--- config.mk ---
export PLATFORM = sky130hd
export DESIGN_NAME = xor_checksum_packet_framer_top
export DESIGN_NICKNAME = d
export VERILOG_FILES = /design/src/rtl/xcf_pkg.sv /design/src/rtl/xcf_cfg_regs.sv /design/src/rtl/xcf_frame_core.sv /design/src/rtl/xcf_serializer.sv /design/src/rtl/xor_checksum_packet_framer_top.sv
export SDC_FILE = /design/constraint.sdc
export NUM_CORES = 1
export LEC_CHECK = 0
export BUFFER_PORTS_ARGS = -buffer_cell sky130_fd_sc_hd__clkbuf_2
export CORE_MARGIN = 3
export CORE_UTILIZATION = 33
export CTS_BUF_LIST = sky130_fd_sc_hd__clkbuf_4
export CTS_CLUSTER_DIAMETER = 40
export DETAILED_ROUTE_END_ITERATION = 10
export PLACE_DENSITY_LB_ADDON = 0.05
export SYNTH_ARGS = -nofsm -noshare
export SYNTH_HDL_FRONTEND = slang
export SYNTH_SLANG_ARGS = --single-unit
--- constraint.sdc ---
create_clock -name clk_i -period 6.35 [get_ports clk_i]
set_input_delay 1.27 -clock clk_i [delete_from_list [all_inputs] [get_ports clk_i]]
set_output_delay 1.27 -clock clk_i [all_outputs]
set_load 0.01 [all_outputs]
--- src/rtl/xcf_pkg.sv ---
// ----------------------------------------------------------------------------
// xcf_pkg
// Shared types and constants of the xor checksum packet framer.
// ----------------------------------------------------------------------------
`default_nettype none

package xcf_pkg;

  localparam int unsigned ByteW      = 8;
  localparam int unsigned MaxWords   = 4;
  localparam int unsigned WordIdxW   = $clog2(MaxWords);
  localparam int unsigned CfgAddrW   = 3;
  localparam int unsigned CfgDataW   = 32;

  localparam logic [ByteW-1:0] StartByteRst = 8'd170;

  // register byte addresses
  localparam logic [CfgAddrW-1:0] AddrStartByte = 3'd0;

  // command codes
  localparam logic CmdOpen    = 1'b0;
  localparam logic CmdPayload = 1'b1;

  typedef struct packed {
    logic             command;
    logic [ByteW-1:0] packet_id;
    logic [ByteW-1:0] payload_length;
    logic [ByteW-1:0] data_byte;
  } in_word_t;

  typedef struct packed {
    logic [ByteW-1:0] out_byte;
    logic             last;
    logic             is_checksum;
    logic             protocol_error;
  } out_word_t;

  typedef struct packed {
    out_word_t [MaxWords-1:0] words;
    logic [WordIdxW-1:0]      last_idx;
  } bundle_t;

endpackage

`default_nettype wire

--- src/rtl/xcf_cfg_regs.sv ---
// ----------------------------------------------------------------------------
// xcf_cfg_regs
// APB-style register port holding the frame start marker byte.
// ----------------------------------------------------------------------------
`default_nettype none

module xcf_cfg_regs (
  input  wire logic                           clk_i,
  input  wire logic                           rst_ni,
  input  wire logic                           psel,
  input  wire logic                           penable,
  input  wire logic                           pwrite,
  input  wire logic [xcf_pkg::CfgAddrW-1:0]   paddr,
  input  wire logic [xcf_pkg::CfgDataW-1:0]   pwdata,
  output logic      [xcf_pkg::CfgDataW-1:0]   prdata,
  output logic                                pready,
  output logic      [xcf_pkg::ByteW-1:0]      marker_byte_o
);

  logic [xcf_pkg::ByteW-1:0] marker_byte_q;
  logic [xcf_pkg::ByteW-1:0] marker_byte_d;
  logic                      wr_en;

  assign pready = 1'b1;
  assign wr_en  = psel & penable & pwrite & pready;

  always_comb begin
    marker_byte_d = marker_byte_q;
    if (wr_en && (paddr == xcf_pkg::AddrStartByte)) begin
      marker_byte_d = pwdata[xcf_pkg::ByteW-1:0];
    end
  end

  always_ff @(posedge clk_i or negedge rst_ni) begin
    if (!rst_ni) begin
      marker_byte_q <= xcf_pkg::StartByteRst;
    end else begin
      marker_byte_q <= marker_byte_d;
    end
  end

  always_comb begin
    prdata = '0;
    if (paddr == xcf_pkg::AddrStartByte) begin
      prdata = {{(xcf_pkg::CfgDataW-xcf_pkg::ByteW){1'b0}}, marker_byte_q};
    end
  end

  assign marker_byte_o = marker_byte_q;

endmodule

`default_nettype wire

--- src/rtl/xcf_frame_core.sv ---
// ----------------------------------------------------------------------------
// xcf_frame_core
// Frame state and the single-pass build of all words caused by one command.
// ----------------------------------------------------------------------------
`default_nettype none

module xcf_frame_core (
  input  wire logic                      clk_i,
  input  wire logic                      rst_ni,
  input  wire logic [xcf_pkg::ByteW-1:0] marker_byte_i,
  input  wire xcf_pkg::in_word_t         in_word_i,
  input  wire logic                      load_i,
  output xcf_pkg::bundle_t               bundle_o
);

  logic                      frame_open_q, frame_open_d;
  logic [xcf_pkg::ByteW-1:0] remaining_q, remaining_d;
  logic [xcf_pkg::ByteW-1:0] xor_q, xor_d;

  logic [xcf_pkg::ByteW-1:0] hdr_xor;
  logic [xcf_pkg::ByteW-1:0] data_xor;
  logic [xcf_pkg::ByteW-1:0] rem_dec;
  xcf_pkg::bundle_t          bundle;

  assign hdr_xor  = marker_byte_i ^ in_word_i.packet_id ^ in_word_i.payload_length;
  assign data_xor = xor_q ^ in_word_i.data_byte;
  assign rem_dec  = remaining_q - 8'd1;

  always_comb begin
    bundle       = '0;
    frame_open_d = frame_open_q;
    remaining_d  = remaining_q;
    xor_d        = xor_q;
    if (in_word_i.command == xcf_pkg::CmdOpen) begin
      bundle.words[0] = '{marker_byte_i, 1'b0, 1'b0, frame_open_q};
      bundle.words[1] = '{in_word_i.packet_id, 1'b0, 1'b0, frame_open_q};
      bundle.words[2] = '{in_word_i.payload_length, 1'b0, 1'b0, frame_open_q};
      if (in_word_i.payload_length == '0) begin
        bundle.words[3] = '{hdr_xor, 1'b0, 1'b1, frame_open_q};
        bundle.last_idx = 2'd3;
        frame_open_d    = 1'b0;
        remaining_d     = '0;
        xor_d           = '0;
      end else begin
        bundle.last_idx = 2'd2;
        frame_open_d    = 1'b1;
        remaining_d     = in_word_i.payload_length;
        xor_d           = hdr_xor;
      end
    end else if (!frame_open_q) begin
      // stray payload word: its data is dropped and one protocol error word is sent
      bundle.words[0] = '{'0, 1'b0, 1'b0, 1'b1};
      bundle.last_idx = 2'd0;
    end else begin
      bundle.words[0] = '{in_word_i.data_byte, 1'b0, 1'b0, 1'b0};
      remaining_d     = rem_dec;
      xor_d           = data_xor;
      if (rem_dec == '0) begin
        bundle.words[1] = '{data_xor, 1'b0, 1'b1, 1'b0};
        bundle.last_idx = 2'd1;
        frame_open_d    = 1'b0;
        xor_d           = '0;
      end else begin
        bundle.last_idx = 2'd0;
      end
    end
    for (int i = 0; i < xcf_pkg::MaxWords; i++) begin
      bundle.words[i].last = (bundle.last_idx == xcf_pkg::WordIdxW'(i));
    end
  end

  always_ff @(posedge clk_i or negedge rst_ni) begin
    if (!rst_ni) begin
      frame_open_q <= 1'b0;
      remaining_q  <= '0;
      xor_q        <= '0;
    end else if (load_i) begin
      frame_open_q <= frame_open_d;
      remaining_q  <= remaining_d;
      xor_q        <= xor_d;
    end
  end

  assign bundle_o = bundle;

endmodule

`default_nettype wire

--- src/rtl/xcf_serializer.sv ---
// ----------------------------------------------------------------------------
// xcf_serializer
// Result register holding one command's words, sent one word per handshake.
// ----------------------------------------------------------------------------
`default_nettype none

module xcf_serializer (
  input  wire logic              clk_i,
  input  wire logic              rst_ni,
  input  wire xcf_pkg::bundle_t  bundle_i,
  input  wire logic              in_valid_i,
  output logic                   in_stall_o,
  output logic                   load_o,
  output logic                   out_valid_o,
  input  wire logic              out_stall_i,
  output xcf_pkg::out_word_t     out_word_o
);

  logic                                     valid_q;
  logic [xcf_pkg::WordIdxW-1:0]             idx_q;
  xcf_pkg::out_word_t [xcf_pkg::MaxWords-1:0] words_q;
  logic [xcf_pkg::WordIdxW-1:0]             last_idx_q;

  logic take;
  logic done;

  assign take       = valid_q & ~out_stall_i;
  assign done       = take & (idx_q == last_idx_q);
  assign in_stall_o = valid_q & ~done;
  assign load_o     = in_valid_i & ~in_stall_o;

  always_ff @(posedge clk_i or negedge rst_ni) begin
    if (!rst_ni) begin
      valid_q <= 1'b0;
      idx_q   <= '0;
    end else if (load_o) begin
      valid_q <= 1'b1;
      idx_q   <= '0;
    end else if (done) begin
      valid_q <= 1'b0;
    end else if (take) begin
      idx_q <= idx_q + 2'd1;
    end
  end

  always_ff @(posedge clk_i) begin
    if (load_o) begin
      words_q    <= bundle_i.words;
      last_idx_q <= bundle_i.last_idx;
    end
  end

  assign out_valid_o = valid_q;
  assign out_word_o  = words_q[idx_q];

  a_idx_in_range : assert property (@(posedge clk_i) disable iff (!rst_ni)
    valid_q |-> (idx_q <= last_idx_q))
    else $error("word index beyond bundle");

  a_hold_on_stall : assert property (@(posedge clk_i) disable iff (!rst_ni)
    (valid_q && out_stall_i) |=> (valid_q && $stable(idx_q)))
    else $error("index moved while output stalled");

  a_load_restart : assert property (@(posedge clk_i) disable iff (!rst_ni)
    load_o |=> (valid_q && (idx_q == '0)))
    else $error("new bundle did not start at first word");

endmodule

`default_nettype wire

--- src/rtl/xor_checksum_packet_framer_top.sv ---
// ----------------------------------------------------------------------------
// xor_checksum_packet_framer_top
// Frames commands into start, id, length, payload and xor checksum bytes.
// The first word of a command is offered in the cycle after it is accepted.
// A command holds the result register until all its words, one to four, are
// sent; words go one per cycle while out_stall_i is low, back to back.
// Reset clears frame state and empties the result register; start byte is 170.
// ----------------------------------------------------------------------------
`default_nettype none

module xor_checksum_packet_framer_top (
  input  wire logic                          clk_i,
  input  wire logic                          rst_ni,
  input  wire logic                          in_valid_i,
  output logic                               in_stall_o,
  input  wire xcf_pkg::in_word_t             in_word_i,
  output logic                               out_valid_o,
  input  wire logic                          out_stall_i,
  output xcf_pkg::out_word_t                 out_word_o,
  input  wire logic                          psel,
  input  wire logic                          penable,
  input  wire logic                          pwrite,
  input  wire logic [xcf_pkg::CfgAddrW-1:0]  paddr,
  input  wire logic [xcf_pkg::CfgDataW-1:0]  pwdata,
  output logic      [xcf_pkg::CfgDataW-1:0]  prdata,
  output logic                               pready
);

  logic [xcf_pkg::ByteW-1:0] marker_byte;
  logic                      load;
  xcf_pkg::bundle_t          bundle;

  xcf_cfg_regs u_cfg (
    .clk_i         (clk_i),
    .rst_ni        (rst_ni),
    .psel          (psel),
    .penable       (penable),
    .pwrite        (pwrite),
    .paddr         (paddr),
    .pwdata        (pwdata),
    .prdata        (prdata),
    .pready        (pready),
    .marker_byte_o (marker_byte)
  );

  xcf_frame_core u_core (
    .clk_i         (clk_i),
    .rst_ni        (rst_ni),
    .marker_byte_i (marker_byte),
    .in_word_i     (in_word_i),
    .load_i        (load),
    .bundle_o      (bundle)
  );

  xcf_serializer u_ser (
    .clk_i       (clk_i),
    .rst_ni      (rst_ni),
    .bundle_i    (bundle),
    .in_valid_i  (in_valid_i),
    .in_stall_o  (in_stall_o),
    .load_o      (load),
    .out_valid_o (out_valid_o),
    .out_stall_i (out_stall_i),
    .out_word_o  (out_word_o)
  );

endmodule

`default_nettype wire
Yosys cells after proc, flatten, opt, wreduce, memory -nomap -nowiden
Index checks and enable logic that the tools add are counted.
- reductions and logical operators: 11
- bitwise logic cells: 13
- add/sub/neg operators: 2
- $lt $le $gt $ge: 1
- eq/ne operators: 6
- multiplexer cells: 26
- operator list (kind ; number):
    $mux 8 ; 8
    $mux 11 ; 4
    $mux 24 ; 1
    $xor 8x8->8 ; 3
    $bmux 11 s2 ; 1
    $logic_not 8->1 ; 2
    $mux 13 ; 1
    $mux 1 ; 8
    $sub 8x1->8 const B ; 1
    $and 1x1->1 ; 6
    $mux 2 ; 3
    $reduce_and 2->1 ; 3
    $eq 2x2->1 const B ; 2
    $not 1->1 ; 4
    $reduce_bool 2->1 ; 2
    $logic_not 3->1 ; 1
    $lt 2x3->1 const B ; 1
    $add 2x1->2 const B ; 1
    $eq 2x1->1 const B ; 1
    $eq 2x2->1 ; 1
    $logic_not 2->1 ; 1
    $ne 2x1->1 const B ; 1
    $ne 2x2->1 const B ; 1
    $reduce_or 2->1 ; 1
    $logic_and 1x1->1 ; 1
- bits in registers: 74
- word-level logic and storage cells: 82
- input bits: 67
- output and inout bits: 46

Depth between registers and ports, before layout
Gate-level depths: netlist (run 1).
- word-level depth: 9
- mapped depth: 8
- depth with buffers taken out: 7

Hierarchy
From an unflattened synthesis (run 1), not the netlist that was laid out.
- cell total of the unflattened synthesis: 331
- area, all modules: 4105.2 um2
- by module, submodules not included (module ; sequential area each (um2) ; cells each ; instances ; area an instance (um2)):
    xcf_serializer ; 1456.4 ; 84 ; 1 ; 1898.1
    xcf_frame_core ; 425.4 ; 193 ; 1 ; 1579.0
    xcf_cfg_regs ; 205.2 ; 54 ; 1 ; 628.1

Least setup slack after synthesis (run 1)
No wires, ideal clock.
- path kind: input port to output port
- from: input port paddr[1] in the netlist's numbering
- to: output port prdata[0] in the netlist's numbering
- path buffers: 0
- path slack: 3187 ps
- required time: 5080 ps
- stages: 2
- arrival: 1893 ps
- cells stage by stage: nor3_1 > and2_1
- longest elaborated chain between the ends: 2
- RTL lines (element ; RTL line ; source):
    start, declared ; xor_checksum_packet_framer_top.sv:23 ; input wire logic [xcf_pkg::CfgAddrW-1:0] paddr,
    $logic_not 3->1 ; xcf_cfg_regs.sv:44 ; if (paddr == xcf_pkg::AddrStartByte) begin
    $mux 8 ; xcf_cfg_regs.sv:44 ;
    end, declared ; xor_checksum_packet_framer_top.sv:25 ; output logic [xcf_pkg::CfgDataW-1:0] prdata,
No other way between the ends.

Worst setup path after layout (run 1)
Same ends and word-level chain as after synthesis.

==> flow_metrics.tcl, run 1 <==
set metrics [dict create \
    fin_crit_sh_pct 55.8 \
    async_flop_share_pct 39.4 \
    yosys_warnings 0 \
    grt-busiest-layer "met2" \
    grt_util_met3_pct 2.72 \
    required_ns 5.08 \
    ys_seq_area_share_pct 50.5 \
    synth-seq-cells 71 \
    clock-sinks 71 \
    tritoncts "yes" \
    cp-start-kind "input port" \
    clock-root-buffer "clkbuf_4" \
    yosys.area.top_type "edfxtp_1" \
    grt_pass1_wl_mm 15.3 \
    layout-drive-gt1-share_pct 27.6 \
    core-area_um2 11600 \
    fillCellCount 1179 \
    maxSlewViolCount 0 \
    synth_common_cells "edfxtp_1, xnor2_1, buf_4" \
    ir_drop_mv 0.0856 \
    hold_viol 0 \
    hold_depth 2 \
    antennaDiodeCount 0 \
    end_kind "output pin" \
    die_w_um 115 \
    fin_cells 553 \
    cts_buffers 9 \
    worstMarginPinSlew_ns 0.886 \
    rsz0062_at_grt "false" \
    pin_count 113 \
    vias_per_cell 5.01 \
    cts_setup_buffers 0 \
    tns_ns 0 \
    path_common_cell "clkbuf_2" \
    fmax_mhz 282 \
    power.density_nw_per_um2 344 \
    clock_latency_ns 0.42 \
    dieArea_um2 13300 \
    portBuffers 63 \
    place_hpwl_mm 6.54 \
    post_cts_resized 0 \
    mappedNetlistArea_um2 3960 \
    design_area_um2 4420 \
    first_pass_iters 4 \
    max_cap_viol_count 0 \
    area_growth_pct 11.8 \
    avgSynthCellArea_um2 11.5 \
    crit_chain "clkbuf_2, nor3_1, and2_1, clkbuf_2" \
    wl_per_cell_um 17.5 \
    status "finished, final reports clean" \
    hp-class "reg -> reg" \
    antenna_found_initial 0 \
    final_nets 476 \
    cts.clk_slew.worst_paths_ns 0.12 \
    cts.path.max_buffers 2 \
    worstPathMaxFanout 9 \
    drt_iter0_markers 95 \
    synth_top_area_share_pct 32.6 \
    htreeDepth 3 \
    gr-usage-all-layers_pct 15.4 \
    initial_core_util_pct 34.2 \
    overflow 0 \
    clock_skew_ns 0.0166 \
    grt.met1_usage_pct 20.3 \
    routed_wl_mm 9.70 \
    grt_max_degree 30 \
    crit_arrival_ns 2.27 \
    critical-path-max-stage-delay_ns 0.57 \
    finalWeightedCongestion 0.734 \
    dpl.cell_count 537 \
    dpl-instance-area_um2 4320 \
    period_needed_ns 3.54 \
    setup-violations-final 0 \
    ant_nets 0 \
    synth_flop_cell "edfxtp_1" \
    met2_usage_pct 25.3 \
    reg2reg_slack_ns 3.32 \
    syn_inst 345 \
    die_h_um 115 \
    synth_cell_types 55 \
    critical_path_class "in -> out" \
    synth-edff-count 43 \
    p_leak_uw 0.00178 \
    vias 2773 \
    slew_headroom_pct 40.9 \
    row_count 39 \
    grt_pass1_vias 2794 \
    reg2reg_depth 5 \
    slowest_stage "nor3_1" \
    ys_top_cells_by_area "edfxtp_1, dfrtp_1, xnor2_1, mux4_2, buf_4" \
    hold_buffers 0 \
    drc 0 \
    synth_most_common_cell "edfxtp_1" \
]
[worst paths after layout]
path	startpoint	to
min reg2reg	u_core.xor_q[2]	u_core.xor_q[2]
min in group asynchronous	rst_ni	u_ser.idx_q[0]
max	paddr[1]	prdata[0]
max in group asynchronous	rst_ni	u_core.xor_q[0]
max reg2reg	u_ser.idx_q[1]	u_ser.words_q[3]
min	u_core.xor_q[2]	u_core.xor_q[2]
[layout by cell type (no fill, tap or decap), types with 9 or more instances in the layout]
cell,instances
and2_1,9
xnor2_1,27
clkbuf_4,11
nor2_1,20
nand3_1,11
edfxtp_1,43
a22o_1,9
conb_1,25
a21oi_1,12
mux4_2,9
nor3_1,14
clkbuf_2,63
nor2b_1,9
o21ai_0,11
dfrtp_1,24
inv_1,18
[cells by family (layout without fill, tap and decap cells)]
group / after synthesis / after routing / synth area share (%)
mux: 19 / 19 / 7.91
simple gates: 99 / 99 / 14.6
fa+ha+maj: 4 / 4 / 1.27
compound gates: 60 / 60 / 10.7
buf+inv: 61 / 103 / 8.48
flops: 71 / 71 / 50.5
other cells: 2 / 25 / 0.190
xor+xnor: 29 / 29 / 6.42
[state kept, by name (all words and copies together), names as in the netlist]
signal,count
u_cfg.marker_byte_o,8
u_core.frame_open_q,1
u_ser.words_q,41
u_ser.out_valid_o,1
u_ser.idx_q,2
u_ser.last_idx_q,2
u_core.xor_q,8
u_core.remaining_q,8
[critical path, delay by kind of cell]
| family | cells | cell delay [ns] |
|---|---|---|
| buffers and inverters | 2 | 0.21 |
| AND/OR/NAND/NOR | 2 | 0.80 |
[routing by layer]
layer	vias to the layer above	wire length, um
met3	9	530
li1	1332	-
met1	1354	4430
met5	-	0
met2	78	4610
met4	0	131
[layout make-up]
type / instances / area, um2 / area share [%]
flip-flops and latches: 71 / 2000 / 45.1
repair buffers: 68 / 353 / 7.98
multi-input cells: 236 / 1720 / 38.8
clock buffers: 11 / 82.6 / 1.87
clock inverters: 5 / 25.0 / 0.566
inverters: 19 / 71.3 / 1.61
well taps: 143 / 179 / 4.05
[stage by stage]
step | utilization [%] | total power [uW] | worst slack (ns) | hold slack (ns)
floorplan | - | 1120 | 3.19 | 0.497
global placement | 37.3 | 1290 | 2.82 | 0.545
detailed placement | 37.3 | 1300 | 2.80 | 0.552
CTS | 38.2 | 1550 | 2.79 | 0.583
global route | 38.2 | 1630 | 2.68 | 0.614
finish | 38.2 | 1520 | 2.81 | 0.580
[power breakdown]
part / total [uW] / internal, uW / switching (uW) / leakage, uW
Combinational: 554 / 267 / 287 / 0.000995
Clock: 248 / 85.6 / 162 / 0.0000617
Sequential: 719 / 616 / 102 / 0.000725
(Power assumes the default switching activity.)
==> run 2: changes to the inputs <==
==> constraint.sdc (replaced) <==
create_clock -name clk_i -period 3.2 [get_ports clk_i]
set_input_delay 0.64 -clock clk_i [delete_from_list [all_inputs] [get_ports clk_i]]
set_output_delay 0.64 -clock clk_i [all_outputs]
set_load 0.01 [all_outputs]
==> flow_metrics.tcl, run 2 (synthesis gave the netlist of run 1 again) <==
set metrics [dict create \
    status "finished, final reports clean" \
    layout-drive-gt1-share_pct 27.8 \
    p_leak_uw 0.00180 \
    utilization_pct 38.5 \
    setup_ws_ns 0.488 \
    maxSlewViolCount 0 \
    slew_headroom_pct 46.6 \
    post_cts_resized 0 \
    core-area_um2 11600 \
    htreeDepth 3 \
    required_ns 2.56 \
    routed_wl_mm 9.87 \
    swShare_pct 36.6 \
    dpl-instance-area_um2 4350 \
    power_switching_uw 1110 \
    cts.clk_slew.worst_paths_ns 0.12 \
    fin_crit_sh_pct 84.8 \
    power.density_nw_per_um2 680 \
    hold_buffers 0 \
    final_common_cell "clkbuf_2" \
    final_nets 480 \
    critical_path_class "reg -> out" \
    mostFrequentLayoutCells "clkbuf_2, edfxtp_1, xnor2_1" \
    grt_pass1_vias 2681 \
    gr-usage-all-layers_pct 15.4 \
    area_growth_pct 12.5 \
    antenna_found_initial 0 \
    overflow 0 \
    rsz0062_at_grt "false" \
    clock_skew_ns 0.0217 \
    vias 2768 \
    drt_iter0_markers 107 \
    reg2reg_slack_ns 0.63 \
    clock-root-buffer "clkbuf_4" \
    hold_viol 0 \
    pin_count 113 \
    cts_setup_buffers 0 \
    finalWeightedCongestion 0.739 \
    worstMarginPinSlew_ns 0.801 \
    reg2reg_from "u_core.remaining_q[0]" \
    cts_buffers 9 \
    worstPathMaxFanout 13 \
    p_int_uw 1920 \
    wl_per_cell_um 17.7 \
    vias_per_cell 4.97 \
    ir_drop_mv 0.186 \
    grt_max_degree 34 \
    pwr-share-comb_pct 36.8 \
    timing.rr.end "u_ser.words_q[14]" \
    antennaDiodeCount 0 \
    setup-violations-final 0 \
    seqPwrFrac_pct 47.1 \
    dieArea_um2 13300 \
    tns_ns 0 \
    multi_input_area_um2 1720 \
    largest_register_ffs 41 \
    design_area_um2 4450 \
    cp-start-kind "flop" \
    crit_arrival_ns 2.07 \
    hp-class "in -> async" \
    die_h_um 115 \
    cts.path.max_buffers 2 \
    initial_core_util_pct 34.2 \
    place_hpwl_mm 6.78 \
    tritoncts "yes" \
    fmax_mhz 369 \
    first_pass_iters 4 \
    clock_latency_ns 0.43 \
    max_cap_viol_count 0 \
    ant_nets 0 \
    portBuffers 63 \
    grt_pass1_wl_mm 15.2 \
    pre_cts_slack_ns 0.633 \
    slowest_stage "dfrtp_1" \
    clock-sinks 71 \
    fillCellCount 1167 \
    reg2reg_depth 7 \
    drc 0 \
    period_needed_ns 2.71 \
    critical-path-max-stage-delay_ns 0.63 \
    die_w_um 115 \
    row_count 39 \
    crit_chain "buf_4, mux4_2, clkbuf_2" \
    seq_area_um2 2000 \
    top_register "u_ser.words_q" \
    p_clk_share_pct 16.0 \
    end_kind "output pin" \
]
==> run 2: changes by cell type in the layout (fill, tap and decap cells not counted), sizes merged <==
cell / previous run / this run
buf: 5 / 9
clkbuf: 74 / 73
clkinv: 5 / 6
==> run 2: worst max-delay path by stage <==
stage | startpoint | end | slack (ns)
6_report | u_ser.idx_q[0] | out_word_o[8] | 0.49
4_1_cts | u_ser.idx_q[0] | out_word_o[8] | 0.39
2_1_floorplan | u_ser.idx_q[1] | u_ser.last_idx_q[0] | 0.75
3_5_place_dp | u_core.remaining_q[0] | u_ser.words_q[21] | 0.63
3_3_place_gp | u_core.remaining_q[0] | u_ser.words_q[14] | 0.67
5_1_grt | u_ser.idx_q[0] | out_word_o[8] | 0.31
==> run 2: power groups by stage <==
stage / Combinational (uW) / Sequential, uW / Clock (uW)
floorplan: 872 / 1360 / 0
global placement: 1130 / 1440 / 0
detailed placement: 1140 / 1450 / 0
CTS: 1140 / 1430 / 505
global route: 1250 / 1460 / 548
finish: 1110 / 1430 / 486
==> run 2: layout make-up <==
cell class	count	area share, %
clock buffers	10	1.69
clock inverters	6	0.619
inverters	19	1.60
multi-input cells	236	38.6
flip-flops and latches	71	44.9
well taps	143	4.02
repair buffers	72	8.61
==> run 2: per-layer routing <==
metal | GRT usage, % | share of wire, % | wire length (um) | vias up
li1 | - | - | - | 1342
met1 | 21.1 | 48 | 4710 | 1337
met2 | 24.5 | 46 | 4560 | 79
met3 | 3.71 | 5.0 | 493 | 10
met4 | 4.54 | 1.1 | 106 | 0
met5 | 0 | 0 | 0 | -
==> run 2: stage by stage <==
stage	hold slack [ns]	std cells	power (uW)
after global routing	0.310	557	3260
final	0.274	557	3030
after detailed placement	0.551	541	2580
after global placement	0.543	541	2570
after floorplan	0.344	368	2230
after CTS	0.296	557	3070
==> run 2: worst max-delay path, delay by kind of cell, from the launching register on <==
| family | cells | cell delay, ns |
|---|---|---|
| muxes | 1 | 0.55 |
| DFF | 1 | 0.63 |
| buffers and inverters | 2 | 0.46 |
==> run 3: changes to the inputs <==
==> constraint.sdc (replaced) <==
create_clock -name clk_i -period 2.45 [get_ports clk_i]
set_input_delay 0.49 -clock clk_i [delete_from_list [all_inputs] [get_ports clk_i]]
set_output_delay 0.49 -clock clk_i [all_outputs]
set_load 0.01 [all_outputs]
==> flow_metrics.tcl, run 3 (synthesis gave the netlist of run 1 again) <==
set metrics [dict create \
    overflow 0 \
    grt_max_degree 29 \
    routed_wl_mm 9.84 \
    power.density_nw_per_um2 922 \
    max_cap_viol_count 0 \
    rsz0062_at_grt "false" \
    required_ns 1.96 \
    layout-drive-gt1-share_pct 30.9 \
    antennaDiodeCount 0 \
    hold_viol 0 \
    wl_per_cell_um 17.4 \
    core-area_um2 11600 \
    swShare_pct 34.7 \
    setup-violations-final 0 \
    final_nets 487 \
    p_leak_uw 0.00185 \
    row_count 39 \
    cts_buffers 9 \
    final_common_cell "clkbuf_2" \
    clock-sinks 71 \
    tns_ns 0 \
    fmax_mhz 432 \
    drc 0 \
    largest_register_ffs 41 \
    seqPwrFrac_pct 43.4 \
    reg2reg_slack_ns 0.14 \
    design_area_um2 4590 \
    slew_headroom_pct 45.7 \
    portBuffers 63 \
    top_register "u_ser.words_q" \
    maxSlewViolCount 0 \
    area_growth_pct 16.1 \
    finalWeightedCongestion 0.730 \
    tritoncts "yes" \
    antenna_found_initial 0 \
    dieArea_um2 13300 \
    die_w_um 115 \
    cp-start-kind "flop" \
    hp-class "in -> async" \
    mostFrequentLayoutCells "clkbuf_2, edfxtp_1, xnor2_1" \
    clock_latency_ns 0.41 \
    drt_iter0_markers 88 \
    cts.clk_slew.worst_paths_ns 0.13 \
    reg2reg_depth 9 \
    power_uw 4230 \
    vias 2799 \
    clock-root-buffer "clkbuf_4" \
    grt_pass1_vias 2783 \
    hold_buffers 0 \
    pin_count 113 \
    ir_drop_mv 0.319 \
    die_h_um 115 \
    period_needed_ns 2.32 \
    status "finished, final reports clean" \
    initial_core_util_pct 34.2 \
    worstPathMaxFanout 15 \
    dpl-instance-area_um2 4400 \
    reg2reg_from "u_core.remaining_q[1]" \
    grt_pass1_wl_mm 15.6 \
    crit_arrival_ns 1.83 \
    end_kind "output pin" \
    ant_nets 0 \
    power_switching_uw 1470 \
    critical_path_class "reg -> out" \
    timing.rr.end "u_ser.words_q[18]" \
    htreeDepth 3 \
    worstMarginPinSlew_ns 0.815 \
    vias_per_cell 4.96 \
    gr-usage-all-layers_pct 15.6 \
    pwr-share-comb_pct 36.4 \
    p_clk_share_pct 20.2 \
    place_hpwl_mm 6.87 \
    p_int_uw 2760 \
    cts.path.max_buffers 2 \
    clock_skew_ns 0.0213 \
    first_pass_iters 4 \
    fin_crit_sh_pct 94.6 \
]
-- run 3: worst max-delay path, stage by stage, from the launching register on --
cell	delay, ns
dfrtp_2	0.49
buf_6	0.23
mux4_2	0.55
clkbuf_2	0.15
-- run 3: final cells by class --
type,instances,area (um2)
Fill cell,1154,6970
Sequential cell,71,2000
Multi-Input combinational cell,236,1740
Timing Repair Buffer,79,439
Tap cell,143,179
Clock inverter,6,85.1
Clock buffer,10,75.1
Inverter,19,75.1
-- run 3: worst max-delay path by stage --
stage	startpoint	endpoint	slack [ns]	cells past startpoint
after floorplan	u_core.remaining_q[0]	u_core.xor_q[6]	0.32	8
after global placement	u_core.remaining_q[1]	u_ser.words_q[21]	0.13	9
after detailed placement	u_core.remaining_q[1]	u_ser.words_q[18]	0.08	9
after CTS	u_core.remaining_q[1]	u_ser.words_q[18]	0.04	9
after global routing	u_ser.idx_q[0]	out_word_o[9]	0.01	3
final	u_ser.idx_q[0]	out_word_o[9]	0.13	3
-- run 3: timing repair --
item	CTS	global route
pin swaps	0	0
setup buffers	0	0
endpoints found under the setup margin	7	12
endpoints found under the hold margin	0	0
resized for setup	2	4
-- run 3: stage by stage --
| step | util [%] | setup slack [ns] | hold WS (ns) | instances |
|---|---|---|---|---|
| 3_3_place_gp | 38.1 | 0.131 | 0.534 | 548 |
| 4_1_cts | 39.5 | 0.0397 | 0.147 | 564 |
| 6_report | 39.7 | 0.133 | 0.153 | 564 |
| 2_1_floorplan | - | 0.320 | 0.194 | 368 |
| 3_5_place_dp | 38.1 | 0.0766 | 0.532 | 548 |
| 5_1_grt | 39.7 | 0.0145 | 0.182 | 564 |
-- run 3: layer usage --
| metal | track usage, % | up-vias | part of all wire [%] |
|---|---|---|---|
| met2 | 24.7 | 82 | 45 |
| met3 | 3.50 | 10 | 5.5 |
| met5 | 0 | - | 0 |
| met1 | 21.3 | 1351 | 48 |
| li1 | - | 1356 | - |
| met4 | 5.24 | 0 | 1.4 |
-- run 3: power by group through the flow --
stage | sequential [uW] | clock, uW | combinational (uW)
after detailed placement | 1860 | 0 | 1540
after CTS | 1840 | 888 | 1550
after global routing | 1880 | 939 | 1720
after floorplan | 1770 | 0 | 1140
after global placement | 1850 | 0 | 1520
final | 1840 | 856 | 1540
